==> src/hw/rtl/mdc_pkg.sv <==
// Package for the maze carver: types, constants, state encoding.
`timescale 1ns / 1ps
`default_nettype none
package mdc_pkg;
    localparam int MAX_SIDE = 64;
    localparam int SIDE_W = $clog2(MAX_SIDE);
    localparam int CELLS = MAX_SIDE * MAX_SIDE;
    localparam int ADDR_W = 2 * SIDE_W;
    localparam int CNT_W = ADDR_W + 1;
    localparam int DIM_W = 7;
    localparam int RAND_W = 31;
    localparam int REG_HEIGHT = 0;
    localparam int REG_WIDTH = 1;
    localparam int DIM_RESET = 16;

    typedef struct packed {
        logic              mode;
        logic [RAND_W-1:0] rand_first;
        logic [RAND_W-1:0] rand_second;
    } mdc_in_t;

    typedef struct packed {
        logic              edge_valid;
        logic [SIDE_W-1:0] from_row;
        logic [SIDE_W-1:0] from_col;
        logic [SIDE_W-1:0] to_row;
        logic [SIDE_W-1:0] to_col;
        logic              done_res;
    } mdc_out_t;

    typedef enum logic [3:0] {
        ST_IDLE, ST_CLEAR, ST_START_DIV, ST_START_MARK, ST_EMPTY,
        ST_READ_N, ST_WAIT_N, ST_PICK_DIV, ST_CARVE, ST_POP, ST_POP_WAIT, ST_OUT
    } mdc_state_t;

    // Controller commands to the datapath.
    typedef struct packed {
        logic load_in;
        logic clr_step;
        logic start_div;
        logic col_div;
        logic start_mark;
        logic empty_res;
        logic read_nbrs;
        logic pick_div;
        logic carve;
        logic pop;
        logic pop_load;
        logic out_load;
    } mdc_cmd_t;

    // Datapath status to the controller.
    typedef struct packed {
        logic mode;
        logic clr_last;
        logic div_busy;
        logic stack_empty;
        logic any_nbr;
    } mdc_sts_t;
endpackage
`default_nettype wire

==> src/hw/rtl/mdc_ctrl.sv <==
// Controller: sequences clear, start, neighbor gather, carve and backtrack.
`timescale 1ns / 1ps
`default_nettype none
module mdc_ctrl (
    input  wire logic              aclk,
    input  wire logic              aresetn,
    input  wire logic              s_valid,
    output logic                   s_ready,
    output logic                   m_valid,
    input  wire logic              m_ready,
    input  wire mdc_pkg::mdc_sts_t sts,
    output mdc_pkg::mdc_cmd_t      cmd
);
    import mdc_pkg::*;

    mdc_state_t state_reg, state_next;
    logic [2:0] wait_reg, wait_next;

    // Next state.
    always_comb begin
        state_next = state_reg;
        wait_next = wait_reg;
        case (state_reg)
            ST_IDLE: if (s_valid) state_next = ST_EMPTY;
            ST_EMPTY: begin
                if (!sts.mode) state_next = ST_CLEAR;
                else if (sts.stack_empty) state_next = ST_OUT;
                else begin
                    state_next = ST_READ_N;
                    wait_next = '0;
                end
            end
            ST_CLEAR: if (sts.clr_last) state_next = ST_START_DIV;
            ST_START_DIV: if (!sts.div_busy) state_next = ST_START_MARK;
            ST_START_MARK: if (!sts.div_busy) state_next = ST_OUT;
            ST_READ_N: begin
                wait_next = wait_reg + 1'b1;
                if (wait_reg == 3'd3) state_next = ST_WAIT_N;
            end
            ST_WAIT_N: begin
                wait_next = wait_reg + 1'b1;
                if (wait_reg == 3'd5) state_next = sts.any_nbr ? ST_PICK_DIV : ST_POP;
            end
            ST_PICK_DIV: state_next = ST_CARVE;
            ST_CARVE: if (!sts.div_busy) state_next = ST_OUT;
            ST_POP: state_next = ST_POP_WAIT;
            ST_POP_WAIT: state_next = ST_OUT;
            ST_OUT: if (m_ready) state_next = ST_IDLE;
            default: state_next = ST_IDLE;
        endcase
    end

    // Outputs.
    always_comb begin
        cmd = '0;
        s_ready = (state_reg == ST_IDLE);
        m_valid = (state_reg == ST_OUT);
        case (state_reg)
            ST_IDLE: cmd.load_in = s_valid;
            ST_EMPTY: if (sts.mode && sts.stack_empty) cmd.empty_res = 1'b1;
            ST_CLEAR: begin
                cmd.clr_step = 1'b1;
                cmd.start_div = sts.clr_last;
            end
            ST_START_DIV: cmd.col_div = !sts.div_busy;
            ST_START_MARK: cmd.start_mark = !sts.div_busy;
            ST_READ_N: cmd.read_nbrs = 1'b1;
            ST_PICK_DIV: cmd.pick_div = 1'b1;
            ST_CARVE: cmd.carve = !sts.div_busy;
            ST_POP: cmd.pop = 1'b1;
            ST_POP_WAIT: cmd.pop_load = 1'b1;
            default: ;
        endcase
    end

    always_ff @(posedge aclk) begin
        if (!aresetn) begin
            state_reg <= ST_IDLE;
            wait_reg <= '0;
        end else begin
            state_reg <= state_next;
            wait_reg <= wait_next;
        end
    end
endmodule
`default_nettype wire

==> config.mk <==
export PLATFORM = sky130hd
export DESIGN_NAME = mdc_ctrl
export DESIGN_NICKNAME = d
export VERILOG_FILES = /design/src/hw/rtl/mdc_pkg.sv /design/src/hw/rtl/mdc_ctrl.sv
export SDC_FILE = /design/constraint.sdc
export NUM_CORES = 1
export LEC_CHECK = 0
export BUFFER_PORTS_ARGS = -buffer_cell sky130_fd_sc_hd__buf_2
export CORE_AREA = 2 2 39 41
export DETAILED_ROUTE_END_ITERATION = 10
export DIE_AREA = 0 0 41 43
export HOLD_SLACK_MARGIN = 0.1
export PLACE_DENSITY = 0.76
export RECOVER_POWER = 25
export SYNTH_ARGS = -nofsm -noshare
export SYNTH_HDL_FRONTEND = slang
export SYNTH_SLANG_ARGS = --single-unit
==> constraint.sdc <==
create_clock -name aclk -period 2.7 [get_ports aclk]
set_input_delay 0 -clock aclk [delete_from_list [all_inputs] [get_ports aclk]]
set_output_delay 0 -clock aclk [all_outputs]
set_load 0.01 [all_outputs]
== Word level (Yosys, flattened, before mapping) ==
Cells that the tools add are included.

* Flip-flop bits (word level): 7
* Input port bits: 9
* Output and inout bits: 14
* Word-level logic and storage cells: 58

* Add/sub/neg operators: 1
* Equal/unequal tests: 22
* Multiplexer cells: 25
* Reduce and logical (&&, ||, !) cells: 8

{| class="wikitable"
|+ Operators with widths
! kind !! number
|-
| $pmux 4 s11 || 1
|-
| $mux 4 || 10
|-
| $eq 4x3->1 const B || 4
|-
| $eq 4x4->1 const B || 4
|-
| $ne 2x2->1 const B || 8
|-
| $mux 1 || 10
|-
| $eq 4x2->1 const B || 2
|-
| $reduce_and 7->1 || 1
|-
| $mux 3 || 2
|-
| $pmux 3 s2 || 1
|-
| $eq 4x1->1 const B || 1
|-
| $logic_not 4->1 || 1
|-
| $reduce_or 2->1 || 2
|-
| $add 3x1->3 const B || 1
|-
| $eq 3x2->1 const B || 1
|-
| $eq 3x3->1 const B || 1
|-
| $reduce_and 3->1 || 1
|-
| $mux 2 || 1
|-
| $ne 2x1->1 const B || 1
|-
| $reduce_bool 2->1 || 1
|-
| $logic_and 1x1->1 || 1
|-
| $logic_not 1->1 || 1
|}

== Longest topological paths before layout ==
Gate-level depths: netlist of the first run.

* Depth after elaboration: 4
* Depth in mapped cells: 8
* Mapped depth without buffers: 7

== Least setup slack after synthesis of the first run ==
Ideal clock, no wire load.

* Path type: register to register
* Start: register wait_reg[0]
* End: register state_reg[0]
* Data arrival time: 1746 ps
* Required time: 2640 ps
* Setup slack: 894 ps
* Stages on the path, launching flop included: 9
* Buffers on the path: 1
* Cells stage by stage: dfxtp_1 > ha_1 > ha_1 > inv_1 > a22o_1 > or4_1 > buf_2 > nor2_1 > o221a_1

* Longest elaborated chain between the ends: 3
* Elaborated cells between the ends (all ways): 5
* Those cells by class: 4 x eq/ne; 1 x reduce/logical

{| class="wikitable"
|+ Ends and longest elaborated chain
! item !! line !! text
|-
| start: declaration || mdc_ctrl.sv:17 || <nowiki>logic [2:0] wait_reg, wait_next;</nowiki>
|-
| start signal: assignment || mdc_ctrl.sv:82 || <nowiki>wait_reg <= wait_next;</nowiki>
|-
| $eq 3x3->1 / $eq 3x2->1 (equally long branches) || mdc_ctrl.sv:42, mdc_ctrl.sv:38 ||
|-
| $ne 2x2->1 (no source line) || n/a ||
|-
| $reduce_and 7->1 (no source line) * || n/a ||
|-
| end signal: assignment || mdc_ctrl.sv:81 || <nowiki>state_reg <= state_next;</nowiki>
|-
| end: declaration || mdc_ctrl.sv:16 || <nowiki>mdc_state_t state_reg, state_next;</nowiki>
|}

Every way passes the cells marked *; elsewhere a longest branch is shown, timed or not.
A chain may end at the register's enable or synchronous reset.

== Worst setup path after layout of the first run ==
* Start: register state_reg[1]
* End: register state_reg[0]

* Longest elaborated chain between the ends: 4
* Elaborated cells between the ends (all ways): 22
* Those cells by class: 18 x eq/ne; 1 x mux; 3 x reduce/logical

{| class="wikitable"
|+ Ends and longest elaborated chain
! item !! line !! text
|-
| $eq 4x4->1 / $eq 4x2->1 (equally long branches) || mdc_ctrl.sv:23 || <nowiki>case (state_reg)</nowiki>
|-
| $reduce_or 2->1 (no source line) || n/a ||
|-
| $ne 2x2->1 (no source line) || n/a ||
|-
| $reduce_and 7->1 (no source line) || n/a ||
|}

Several ways; a longest one is shown, not always the timed one.

==> results.md, run 1 <==
- The number of different library cells used by synthesis comes to 31.
- Counting the fill cells in the layout gives 130.
- The initial utilization of the core area, before any placement, comes to about half.
- The path class of the lowest-slack min-delay path is in -> reg.
- After floorplanning, the core was divided into 14 placement rows.
- The area taken by multi-input logic gates is ~450 um2.
- TritonCTS built the clock tree.
- Counting every instance in the synthesized netlist gives 100.
- The combined area of all synthesized cells is 670.6 um2.
- The analysis attributes to cell leakage a power of 0.3282 nW.
- After detailed routing, the average wire length per cell comes to 11.64 um.
- Counting instances, the worst hold path has a depth of 4.
- Adding up every negative setup slack in the final design gives 0 ps.
- Counting along the longest clock path gives a buffer depth of 2.
- Setup repair after global routing left no endpoint under its margin.
- The final layout contains between 100 and 150 nets.
- VDD sags by at most roughly 0.37 mV.
- The register with the most flip-flops in the layout has 4 of them.
- Synthesis produced a netlist with a net count of ~110.
- By startpoint and endpoint, the worst setup path is classified as reg -> reg.
- The final count of hold timing violations is 0.
- The critical path crosses 5 cells after its start point.
- The tree is rooted in a sky130_fd_sc_hd__clkbuf_4.
- The largest incremental delay on the critical path is approximately 700 ps.
- The clock transition at the register clock pins on the worst setup and hold paths after CTS is around 60 ps.
- Across the whole layout, storage elements account for around 140 um2.
- The mean post-synth cell area is about 6.7 um2.
- The count of max-cap constraint violations is 0.
- The placement-stage worst setup slack is slightly above 600 ps.
- In this run the power density over the cells is 800.3 nW/um2.
- The initial antenna violation count is 0.
- The endpoint class of the critical path is a flop.
- The final period utilization is 78.70%.
- The worst-margin pin slew is ~600 ps.
- For this run, the total global-route usage over all layers was measured as a little over a fifth.
- The post-route netlist has about a fifth of its cells at a drive strength greater than 1.
- The run finished with clean final reports.
- The core region area is approximately 1400 um2.
- The HPWL after detailed placement is between 1000 and 1500 um.
- The total number of H-tree levels is 1.
- The fraction of the yosys area taken by sequential cells is between 20% and 30%.
- STA classifies the critical path startpoint as a flop.
- The count of nets left with antenna violations once routing finished came out at 0.
- After routing the design area is 779.5 um2.
- The post-CTS setup buffer count is 0.
- Setup violations remaining at the end of the flow were counted as 0.
- Summing all placed instances gives a cell area of ~750 um2.
- Measured against its own limit, the worst slew margin works out to between 50 and 60%.
- Summing over every cut layer, the via total after detailed routing is 741.
- Dividing the detail-routed via count by the number of cells gives between 5 and 6.
- In this run the worst path has a maximum fanout of 20.
- In this run the tool buffered the top-level ports with 21 buffer cells.
- For this run, the top clock speed supported by timing is about 0.47 GHz.
- In this design, the largest share of critical-path delay is due to simple AND/OR/NAND/NOR gates.
- After clock tree synthesis, the flow added hold-fix buffers numbering 1.
- The width of the die is between 40 and 50 um.
- The global route total overflow is 0.
- The overall die area is 1763 um2.
- The routed wire length is 1548 um.
- For the final database, setup skew stands at 8.476 ps.
- The congestion estimate from routability-driven global placement came to about 0.84.
- The repair_antennas step left the layout with diodes totalling 0.
- The post-route DRC violation count is 0.
- The worst setup slack after layout is 575.0 ps.
- The worst endpoint required time is a little under 3000 ps.
- The number of storage elements in the synthesis netlist is 7.
- The clock latency reported for the late side of the worst-skew pair is ~270 ps.
- Before antenna repair, the detailed router went through 4 iterations.
- The number of I/O pins is 23.
- Walking the worst path, the cells encountered are nor4bb_1, a22o_1, or4_1, nor2_1, o221a_1.
- The first global-routing pass estimated between 2000 and 3000 um of wire.
- Gates resized during post-CTS repair numbered 0.
- The buffering stage count on the worst path with inverters included is 0.
- The number of global-route vias before repair is 647.
- The clock period minus worst slack is around 2100 ps.
- Compared with the post-synthesis result, the final layout area differs by 16.23%.
- The number of clock sinks is 7.
- The die is roughly 43 um tall.
- The highest-delay cell along the critical path is sky130_fd_sc_hd__dfxtp_1.
- The count of pins over their slew limit was 0.
- Entering global routing, the biggest net connects 22 pins.
- The starting DRC count in detailed routing is 12.
- Buffers inserted during clock tree synthesis total 3.
- For the worst flop-to-flop path, the logic depth is 5.
- For this run, the number of Yosys warnings is 0.
- The data arrival time of the critical path is approximately 2300 ps.
==> path summary, 6_finish.rpt <==
path | end | startpoint | slack (ps)
min | wait_reg[1] | sts[1] | 170
min reg2reg | wait_reg[0] | wait_reg[0] | 580
max reg2reg | state_reg[0] | state_reg[1] | 580
max | state_reg[0] | state_reg[1] | 580
==> per-stage QoR <==
stage,hold slack [ps],total power [W],cells,utilization (%)
after floorplan,50.40,0.0004591,100,-
after global placement,282.4,0.0005169,128,54.07
after detailed placement,291.0,0.0005221,128,54.07
after CTS,166.6,0.0006304,133,56.69
after global routing,192.1,0.0006930,133,56.33
final,173.3,0.0006238,133,56.33
==> logic make-up (layout without fill, tap and decap cells) <==
group           Yosys count  in the layout  share of synthesized area, %
simple gates             50             50                         40.11
compound gates           22             22                         19.96
buf+inv                  16             33                         11.57
flops                     7              7                         20.89
fa+ha+maj                 3              3                         5.598
other cells               1              1                        0.5592
xor+xnor                  1              1                         1.306
==> cells in the final DEF, fill, tap and decap left out, types with 2 or more instances in the layout <==
cell type	synthesis	final
sky130_fd_sc_hd__nor3_1	4	4
sky130_fd_sc_hd__dfxtp_1	7	7
sky130_fd_sc_hd__a21oi_1	5	5
sky130_fd_sc_hd__nand2_1	8	8
sky130_fd_sc_hd__nor2_1	13	13
sky130_fd_sc_hd__nand2b_1	5	5
sky130_fd_sc_hd__and2_1	4	3
sky130_fd_sc_hd__ha_1	3	3
sky130_fd_sc_hd__nor4bb_1	2	2
sky130_fd_sc_hd__buf_2	2	17
sky130_fd_sc_hd__or4_1	2	2
sky130_fd_sc_hd__o22ai_1	2	2
sky130_fd_sc_hd__nor4_1	4	4
sky130_fd_sc_hd__o21ai_0	9	9
sky130_fd_sc_hd__nand3_1	4	4
sky130_fd_sc_hd__clkbuf_1	4	5
sky130_fd_sc_hd__clkbuf_4	0	3
sky130_fd_sc_hd__o21a_1	2	2
sky130_fd_sc_hd__inv_1	6	6
==> synthesized netlist by cell type, drive strengths merged <==
cell type	number	share of area (%)
nor2	13	7.3
o21ai	9	6.7
nand2	8	4.5
dfxtp	7	21
buf	6	6.0
inv	6	3.4
a21oi	5	3.7
nand2b	5	4.7
and2	4	3.7
clkbuf	4	2.2
nand3	4	3.0
nor3	4	3.0
nor4	4	3.7
ha	3	5.6
nor4bb	2	3.0
o21a	2	2.2
o22ai	2	1.9
or4	2	2.2
a22o	1	1.3
a311oi	1	1.3
and3b	1	1.3
conb	1	0.56
nand3b	1	1.1
nand4b	1	1.3
o211ai	1	1.1
o221a	1	1.7
or3b	1	1.3
xor2	1	1.3
==> worst reg2reg max path, delay by kind of cell, from the launching register on <==
family | cells | cell delay, ps
and+or+nand+nor | 3 | 930
AOI/OAI and AO/OA | 2 | 450
DFF | 1 | 700
==> power breakdown <==
group          leakage [nW]  total, W  internal (W)  switching (W)
clock network        0.0150  0.000103     0.0000569      0.0000458
registers            0.0570  0.000202      0.000127      0.0000754
logic                 0.256  0.000319      0.000143       0.000176
==> area by class of cell <==
cell class / instances / share of cell area (%)
multi-input cells: 77 / 58.11
well taps: 16 / 2.568
clock buffers: 4 / 3.371
inverters: 6 / 2.889
flip-flops and latches: 7 / 17.98
repair buffers: 23 / 15.09
==> metal layers <==
layer | global-route usage (%) | wire [um] | part of all wire, %
met4 | 10.00 | 26 | 1.7
met5 | 0 | 0 | 0
met1 | 31.39 | 744 | 48
met3 | 1.571 | 43 | 2.8
met2 | 30.63 | 733 | 47
Power figures use the tool's default switching activity.
==> run 2, diff against run 1 <==
Settings changed: ABC_AREA from default to 1, CORE_AREA 2 2 39 41 to default, CORE_UTILIZATION from default to 44, DIE_AREA 0 0 41 43 to default, PLACE_DENSITY 0.76 to 0.69.
Clock period 2.7 ns to 1.8 ns, I/O delays scaled along.
==> run 2 against run 1 <==
Via count is 1.9% higher. Die area grew 1.6%. Core utilization grew 0.73 points. Combinational power increased by 99%. Sequential power increased by 23%. Critical path depth up 3. Wire length up 4.0%. Final cell count grew 17%. Setup slack worse by 170 ps. Power is 65% higher. Register-to-register slack got worse by 170 ps.
==> results.md, run 2 <==
- The non-filler instance count after layout is 156.
- The met3 capacity usage during global routing is 6.466%.
- The library cell used most frequently in the layout, excluding fill and tap cells, is sky130_fd_sc_hd__nand2_1.
- The internal power component is slightly above 0.0005 W.
- The overall die area is between 1500 and 2000 um2.
- The fraction of the yosys area taken by sequential cells is between 10% and 20%.
- For met1 alone, demand over resource in global routing was 22.28%.
- The number of detailed-routing iterations run before antenna repair is 6.
- The global route total overflow is 0.
- Detailed routing inserted a total of approximately 760 vias.
- The number of enable-type register cells in the synthesized netlist is 0.
- The width of the die is around 42 um.
- The number of setup buffers added after CTS is 0.
- In this run the worst path has a maximum fanout of 8.
- The clock passes through at most 2 buffers.
- The routed wire length per instance is ~10 um.
- The initial utilization of the core area, before any placement, comes to between 40% and 50%.
- The first global-routing pass estimated between 2000 and 3000 um of wire.
- The detail route stage leaves a number of antenna-violating nets equal to 0.
- The row count is 14.
- Clock-pin slew was measured on the worst setup and hold paths at around 50 ps.
- The cell at the root of the clock tree is sky130_fd_sc_hd__clkbuf_4.
- The endpoint class of the critical path is a flop.
- The post-cts hold buffer count is 1.
- Counting every sink on the clock net gives 7.
- By area the synthesized netlist is led by sky130_fd_sc_hd__dfxtp_1, sky130_fd_sc_hd__nand2_1, sky130_fd_sc_hd__inv_1.
- The highest-delay cell along the critical path is sky130_fd_sc_hd__dfxtp_1.
- In the synthesized netlist the dominant register cell turns out to be sky130_fd_sc_hd__dfxtp_1.
- The HPWL after detailed placement is 1344 um.
- The worst endpoint required time is a little under 2000 ps.
- The synthesized instance count is ~120.
- The area share of the largest cell type after synthesis is around a fifth.
- For this run, design rule violations remaining after detail routing come to 0.
- Setup violations remaining at the end of the flow were counted as 0.
- The count of warnings emitted by yosys is 0.
- The areal power density over the cells is roughly 1200 nW/um2.
- Final hold analysis gives a worst-case slack of ~220 ps.
- The finished cells cover between 800 and 900 um2.
- Setup repair after global routing left no endpoint under its margin.
- The critical setup path kind is reg -> reg.
- The leading cell type by number of instances after synthesis is sky130_fd_sc_hd__nand2_1.
- The core region area is roughly 1500 um2.
- The maximum clock frequency is between 0.7 and 0.8 GHz.
- Of the available clock period, the critical path in the final layout requires between 70 and 80%.
- The weighted congestion at the end of routability-driven global placement is roughly 0.87.
- The net total in the final layout is 153.
- The share of total power in sequential cells is roughly 24%.
- The number of nets in the synthesized netlist is around 130.
- The library cells used most frequently in the layout, excluding fill and tap cells, are sky130_fd_sc_hd__nand2_1, sky130_fd_sc_hd__inv_1, sky130_fd_sc_hd__buf_2, sky130_fd_sc_hd__nor2_1, sky130_fd_sc_hd__nand3_1.
- Combinational cells account for 62.0% of the total power.
- Synthesis instantiated 23 different standard cells from the library.
- The number of placed instances, taps included is about 150.
- The number of global-route vias before repair is 705.
- The final setup skew is 4.269 ps.
- The placement-stage worst setup slack is between 400 and 500 ps.
- The worst setup path is launched from a flop.
- The final count of hold timing violations is 0.
- The static leakage power is approximately 0.48 nW.
- The count of pins over their slew limit is 0.
- Setup total negative slack on the finished layout was measured at 0 ps.
- Cells with a size suffix above 1 make up between 30% and 40% of the layout.
- Counting instances in the post-synthesis netlist gives the leading cell types as sky130_fd_sc_hd__nand2_1, sky130_fd_sc_hd__inv_1, sky130_fd_sc_hd__nor2_1.
- CTS built an H-tree with a depth of 1.
- Entering global routing, the biggest net connects 9 pins.
- The initial antenna violation count is 0.
- The worst voltage drop across the vdd grid is 0.6560 mV.
- The number of port buffers is 21.
- The clock tree from TritonCTS is yes.
- The clock latency reported for the late side of the worst-skew pair is ~260 ps.
- From synthesis to final layout, the design area changed by 20.10%.
- The combined area of all synthesized cells is 715.7 um2.
- The largest incremental delay on the critical path is 480 ps.
- The async set-or-reset flop fraction in the synthesized netlist is 0%.
- Across all setup checks in the final design, the least slack found is approximately 400 ps.
- For met2 alone, demand over resource in global routing was roughly 38%.
- Subtracting the final worst setup slack from the clock period gives between 1000 and 1500 ps.
- Fill cells in the final layout number about 150.
- The cell type contributing the most total cell area after synthesis is sky130_fd_sc_hd__dfxtp_1.
- The path class of the lowest-slack min-delay path is in -> reg.
- In this run, synthesis produced a sequential element count of 7.
- The analysis attributes to net switching a power of approximately 0.00052 W.
- The global routing stage identified its most utilized layer as met2.
- Across the run, the number of max-cap violations was 0.
- The number of flip-flops under the largest register name is 4.
- For this block, the initial DRC count from the detailed router was 18.
- The post-cts sizing count is 0.
- The global-route total usage across every layer is a little over a fifth.
- Wires add up to approximately 1600 um.
- The mean post-synth cell area is slightly above 6 um2.
- Traced cell by cell, the critical path runs through nand2_2, nor2_1, nand2_4, nand2_2, nor2_4, nand2_4, nand2_1, a21oi_1.
- Counting the buffers created by CTS gives 3.
- The number of I/O pins is 23.
- After detailed routing, the number of vias per cell comes to around 4.8.
- The run finished with clean final reports.
- The placed instance area is roughly 830 um2.
- The repair_antennas step left the layout with diodes totalling 0.
- The data arrival time of the critical path is between 1500 and 2000 ps.
- The fraction of power spent switching nets is approximately half.
- The die extent in y is between 40 and 50 um.
- The power share of the clock group is between 10 and 15%.
[run 2: cell types whose count changed after synthesis, moves of 5 or more]
cell | before | now
sky130_fd_sc_hd__nand2_1 | 8 | 25
sky130_fd_sc_hd__inv_1 | 6 | 19
sky130_fd_sc_hd__o21ai_0 | 9 | 1
sky130_fd_sc_hd__inv_2 | 0 | 6
sky130_fd_sc_hd__nand2_2 | 0 | 5
sky130_fd_sc_hd__nand2b_1 | 5 | 0
[run 2: worst paths after layout]
check                     from           end  slack [ps]  depth (start not counted)
setup / recovery  state_reg[0]  state_reg[0]         400                          8
hold / removal          sts[4]  state_reg[2]         220                          5
setup reg to reg  state_reg[0]  state_reg[0]         400                          8
hold reg to reg    wait_reg[1]   wait_reg[1]         480                          2
[run 2: per-stage QoR]
stage	util, %	power, W
floorplan	-	0.0007432
global placement	54.98	0.0008834
detailed placement	54.98	0.0008901
CTS	57.39	0.001044
global route	57.06	0.001132
finish	57.06	0.001027
[run 2: power groups by stage]
stage          Sequential [W]  Combinational (W)  Clock, W
3_5_place_dp         0.000250           0.000640         0
3_3_place_gp         0.000247           0.000637         0
6_report             0.000248           0.000636  0.000143
2_1_floorplan        0.000221           0.000522         0
4_1_cts              0.000247           0.000645  0.000152
5_1_grt              0.000254           0.000720  0.000159
[run 2: per-layer routing]
| layer | vias up | share of wire (%) |
|---|---|---|
| li1 | 402 | - |
| met1 | 333 | 43 |
| met2 | 18 | 51 |
| met3 | 2 | 4.4 |
| met4 | 0 | 1.1 |
| met5 | - | 0 |
[run 2: cell type report]
cell class | instances | area (um2) | area share [%]
multi-input combinational | 82 | 466.7 | 54.29
sequential | 7 | 140.1 | 16.30
timing repair buffer | 22 | 112.6 | 13.10
inverter | 25 | 93.84 | 10.92
clock buffer | 4 | 26.28 | 3.057
tap | 16 | 20.02 | 2.329
[run 2: logic make-up (layout without fill, tap and decap cells)]
kind of cell / after synthesis / after routing / share of synthesized area (%)
flip-flops: 7 / 7 / 19.58
AND/OR/NAND/NOR: 66 / 66 / 47.55
AO/OA/AOI/OAI: 12 / 12 / 12.24
buffers and inverters: 27 / 51 / 14.86
adder cells (fa/ha/maj): 3 / 3 / 5.245
other: 1 / 1 / 0.5240
[run 2: worst max-delay path, delay by kind of cell, from the launching register on]
| kind | cells | cell delay (ps) |
|---|---|---|
| DFF | 1 | 480 |
| and+or+nand+nor | 7 | 730 |
| AOI/OAI and AO/OA | 1 | 120 |
==> run 3, diff against run 2 <==
Clock period 1.8 ns to 1.2 ns, I/O delays scaled along.
==> run 3 against run 2 <==
The flow now finishes with violations (setup timing). Core utilization increased by 23 points. Worst hold slack improved by 41 ps. Clock power increased by 60%. Count of clock-buffer cells in the layout unchanged. Combinational power rose by 150%. Non-clock buffer count is 24 higher. Die area is the same. Critical path depth decreased by 2. Sequential share of layout area fell by 3.2 points. Power increased by 120%. Global-route usage is 5.5 points higher. Critical endpoint is now state_reg[2]. Largest cell class unchanged.
==> results.md, run 3 (synthesis results as in run 2) <==
- TritonCTS created 3 clock buffers.
- After layout, the minimum clock period comes to around 1300 ps.
- The count of cells in the finished layout, fillers not included, comes to 180.
- The kind of start point of the critical path is a flop.
- The total number of H-tree levels is 1.
- The global-route total usage across every layer is 26.51%.
- The row count is 14.
- At the later pin of the worst-skew pair, clock insertion delay measures around 260 ps.
- The cell at the root of the clock tree is sky130_fd_sc_hd__clkbuf_4.
- In the routed design, unresolved DRC markers number 0.
- The maximum buffer depth of the clock tree is 2.
- The worst setup slack after layout is -138.0 ps.
- The final setup skew is ~0.33 ps.
- The first routing iteration left 23 violations.
- The largest net degree at the start of global routing is 8.
- Summed over all layers, the routed wires come to between 2000 and 2500 um.
- For this design the top-level I/O count stands at 23.
- For the worst setup path, the data arrival time is about 1500 ps.
- The filler cells instantiated in the layout total 103.
- In the routed layout, each cell is associated on average with a via count of 5.178.
- The die covers around 1800 um2.
- After legalization and detailed placement, the total HPWL measured 1489 um.
- The dominant delay contributor by cell family on the critical path is simple AND/OR/NAND/NOR gates.
- The final count of hold timing violations is 0.
- From synthesis to final layout, the design area changed by 68.18%.
- The detail route stage leaves a number of antenna-violating nets equal to 0.
- The core region is approximately 1500 um2.
- The share of layout cells above drive strength 1 is 62.20%.
- The checks that failed: setup timing.
- Clock tree synthesis found a total of 7 sinks.
- STA puts the critical path data required time at roughly 1400 ps.
- Before antenna repair, the detailed router went through 4 iterations.
- 0 antenna diodes ended up in the layout.
- The areal power density over the cells is around 1800 nW/um2.
- The first-pass GRT wire length is between 3000 and 4000 um.
- Once placement completed, the tool counted placed cells totaling 170.
- The maximum clock frequency is roughly 0.75 GHz.
- The effective utilization at floorplan is approximately 48%.
- The most common cell after layout, fill and taps aside is sky130_fd_sc_hd__buf_2.
- On the critical path, the stage with the largest delay is an instance of sky130_fd_sc_hd__dfxtp_4.
- The endpoint class of the critical path is a flop.
- The biggest fanout along the worst timing path is 5.
- The routed wire length per instance is about 13 um.
- The critical path is of the reg -> reg type.
- Clock-pin slew was measured on the worst setup and hold paths at roughly 60 ps.
- The initial antenna violation count was 0.
- The global route total overflow is 0.
- In this run the vertical extent of the chip is about 42 um.
- Routability-driven placement finished with a final weighted congestion of 0.8706.
- The tightest min-delay check is of the in -> reg type.
- The top cell types in the final layout, fill and taps aside, are sky130_fd_sc_hd__buf_2, sky130_fd_sc_hd__buf_4, sky130_fd_sc_hd__nand2_1, sky130_fd_sc_hd__inv_1, sky130_fd_sc_hd__nand2_2.
- The number of global-route vias before repair came to 852.
- The number of port buffers is 21.
- The critical path goes through inv_4, nor2_4, nand4_1, nand3_1, nand3_1, a21oi_1.
- The number of buffers and inverters on the critical path is 1.
- The analysis attributes to cell leakage a power of roughly 0.63 nW.
- After the last flow step, the layout net total stands at ~180.
- The run finished, with violations left.
- Setup violations remaining at the end of the flow were counted as 18.
- The post-route cell area is roughly 1200 um2.
- The count of pins over their slew limit is 0.
- The placed instance area is a little under 1000 um2.
- The count of max-cap constraint violations is 0.
- Setup repair after global routing could not meet its margin everywhere.
- In this design, the stage delay of the slowest critical-path cell is around 400 ps.
- The width of the die is between 40 and 50 um.
- The total number of vias is about 930.
- The final period utilization is 111.5%.
- Counting stages on the worst path, the most repeated cell is sky130_fd_sc_hd__nand3_1.
- The clock tree from TritonCTS is yes.
- IR analysis of the VDD net gives a maximum drop of between 1 and 1.5 mV.
- The register with the most flip-flops in the layout has 4 of them.
-- run 3: cell types whose count changed in the layout (fill, tap and decap cells not counted), sizes merged --
cell | previous run | this run
clkbuf | 6 | 4
buf | 19 | 45
-- run 3: repair_timing --
action | 4_1_cts | 5_1_grt
setup endpoints to repair | 18 | 19
gates resized for setup | 31 | 17
cloned | 0 | 0
hold endpoints to repair | 6 | 0
hold buffers | 1 | 0
buffers inserted | 1 | 5
pin swaps | 7 | 7
-- run 3: final cells by class --
| cell class | count | area [um2] | area share, % |
|---|---|---|---|
| clock buffers | 4 | 26.28 | 2.183 |
| flip-flops and latches | 7 | 157.7 | 13.10 |
| well taps | 16 | 20.02 | 1.663 |
| multi-input cells | 82 | 573.1 | 47.61 |
| inverters | 25 | 106.4 | 8.836 |
| repair buffers | 46 | 320.3 | 26.61 |
-- run 3: where the power goes --
group / leakage, nW / internal, W / switching, W
clock network: 0.0150 / 0.000128 / 0.000102
logic: 0.555 / 0.000712 / 0.000851
registers: 0.0608 / 0.000310 / 0.000119
-- run 3: tightest hold or removal path: cells and delay by family --
kind,cells,cell delay [ps]
and+or+nand+nor,4,250
AOI/OAI and AO/OA,1,50
buffers and inverters,2,190
-- run 3: path summary, 6_finish.rpt --
path,startpoint,endpoint,slack (ps),cells past startpoint
hold reg to reg,state_reg[1],state_reg[1],530,2
hold / removal,sts[0],state_reg[1],260,7
setup / recovery,state_reg[2],state_reg[2],-140,6
setup reg to reg,state_reg[2],state_reg[2],-140,6
-- run 3: stage by stage --
step	total power [W]	setup slack, ps	util, %	hold slack (ps)	TNS [ps]
floorplan	0.001153	5.191	-	47.53	0
global placement	0.001555	-117.3	65.28	292.8	-597.6
detailed placement	0.001579	-148.9	65.28	296.5	-763.1
CTS	0.001993	-96.76	74.83	232.1	-874.6
global route	0.002358	-206.0	79.90	304.0	-2399
finish	0.002222	-138.0	79.90	261.9	-1413
-- run 3: routing by layer --
metal,part of all wire [%],track usage (%)
met1,42,33.69
met4,1.7,11.88
met2,51,44.31
met3,5.0,3.448
met5,0,0
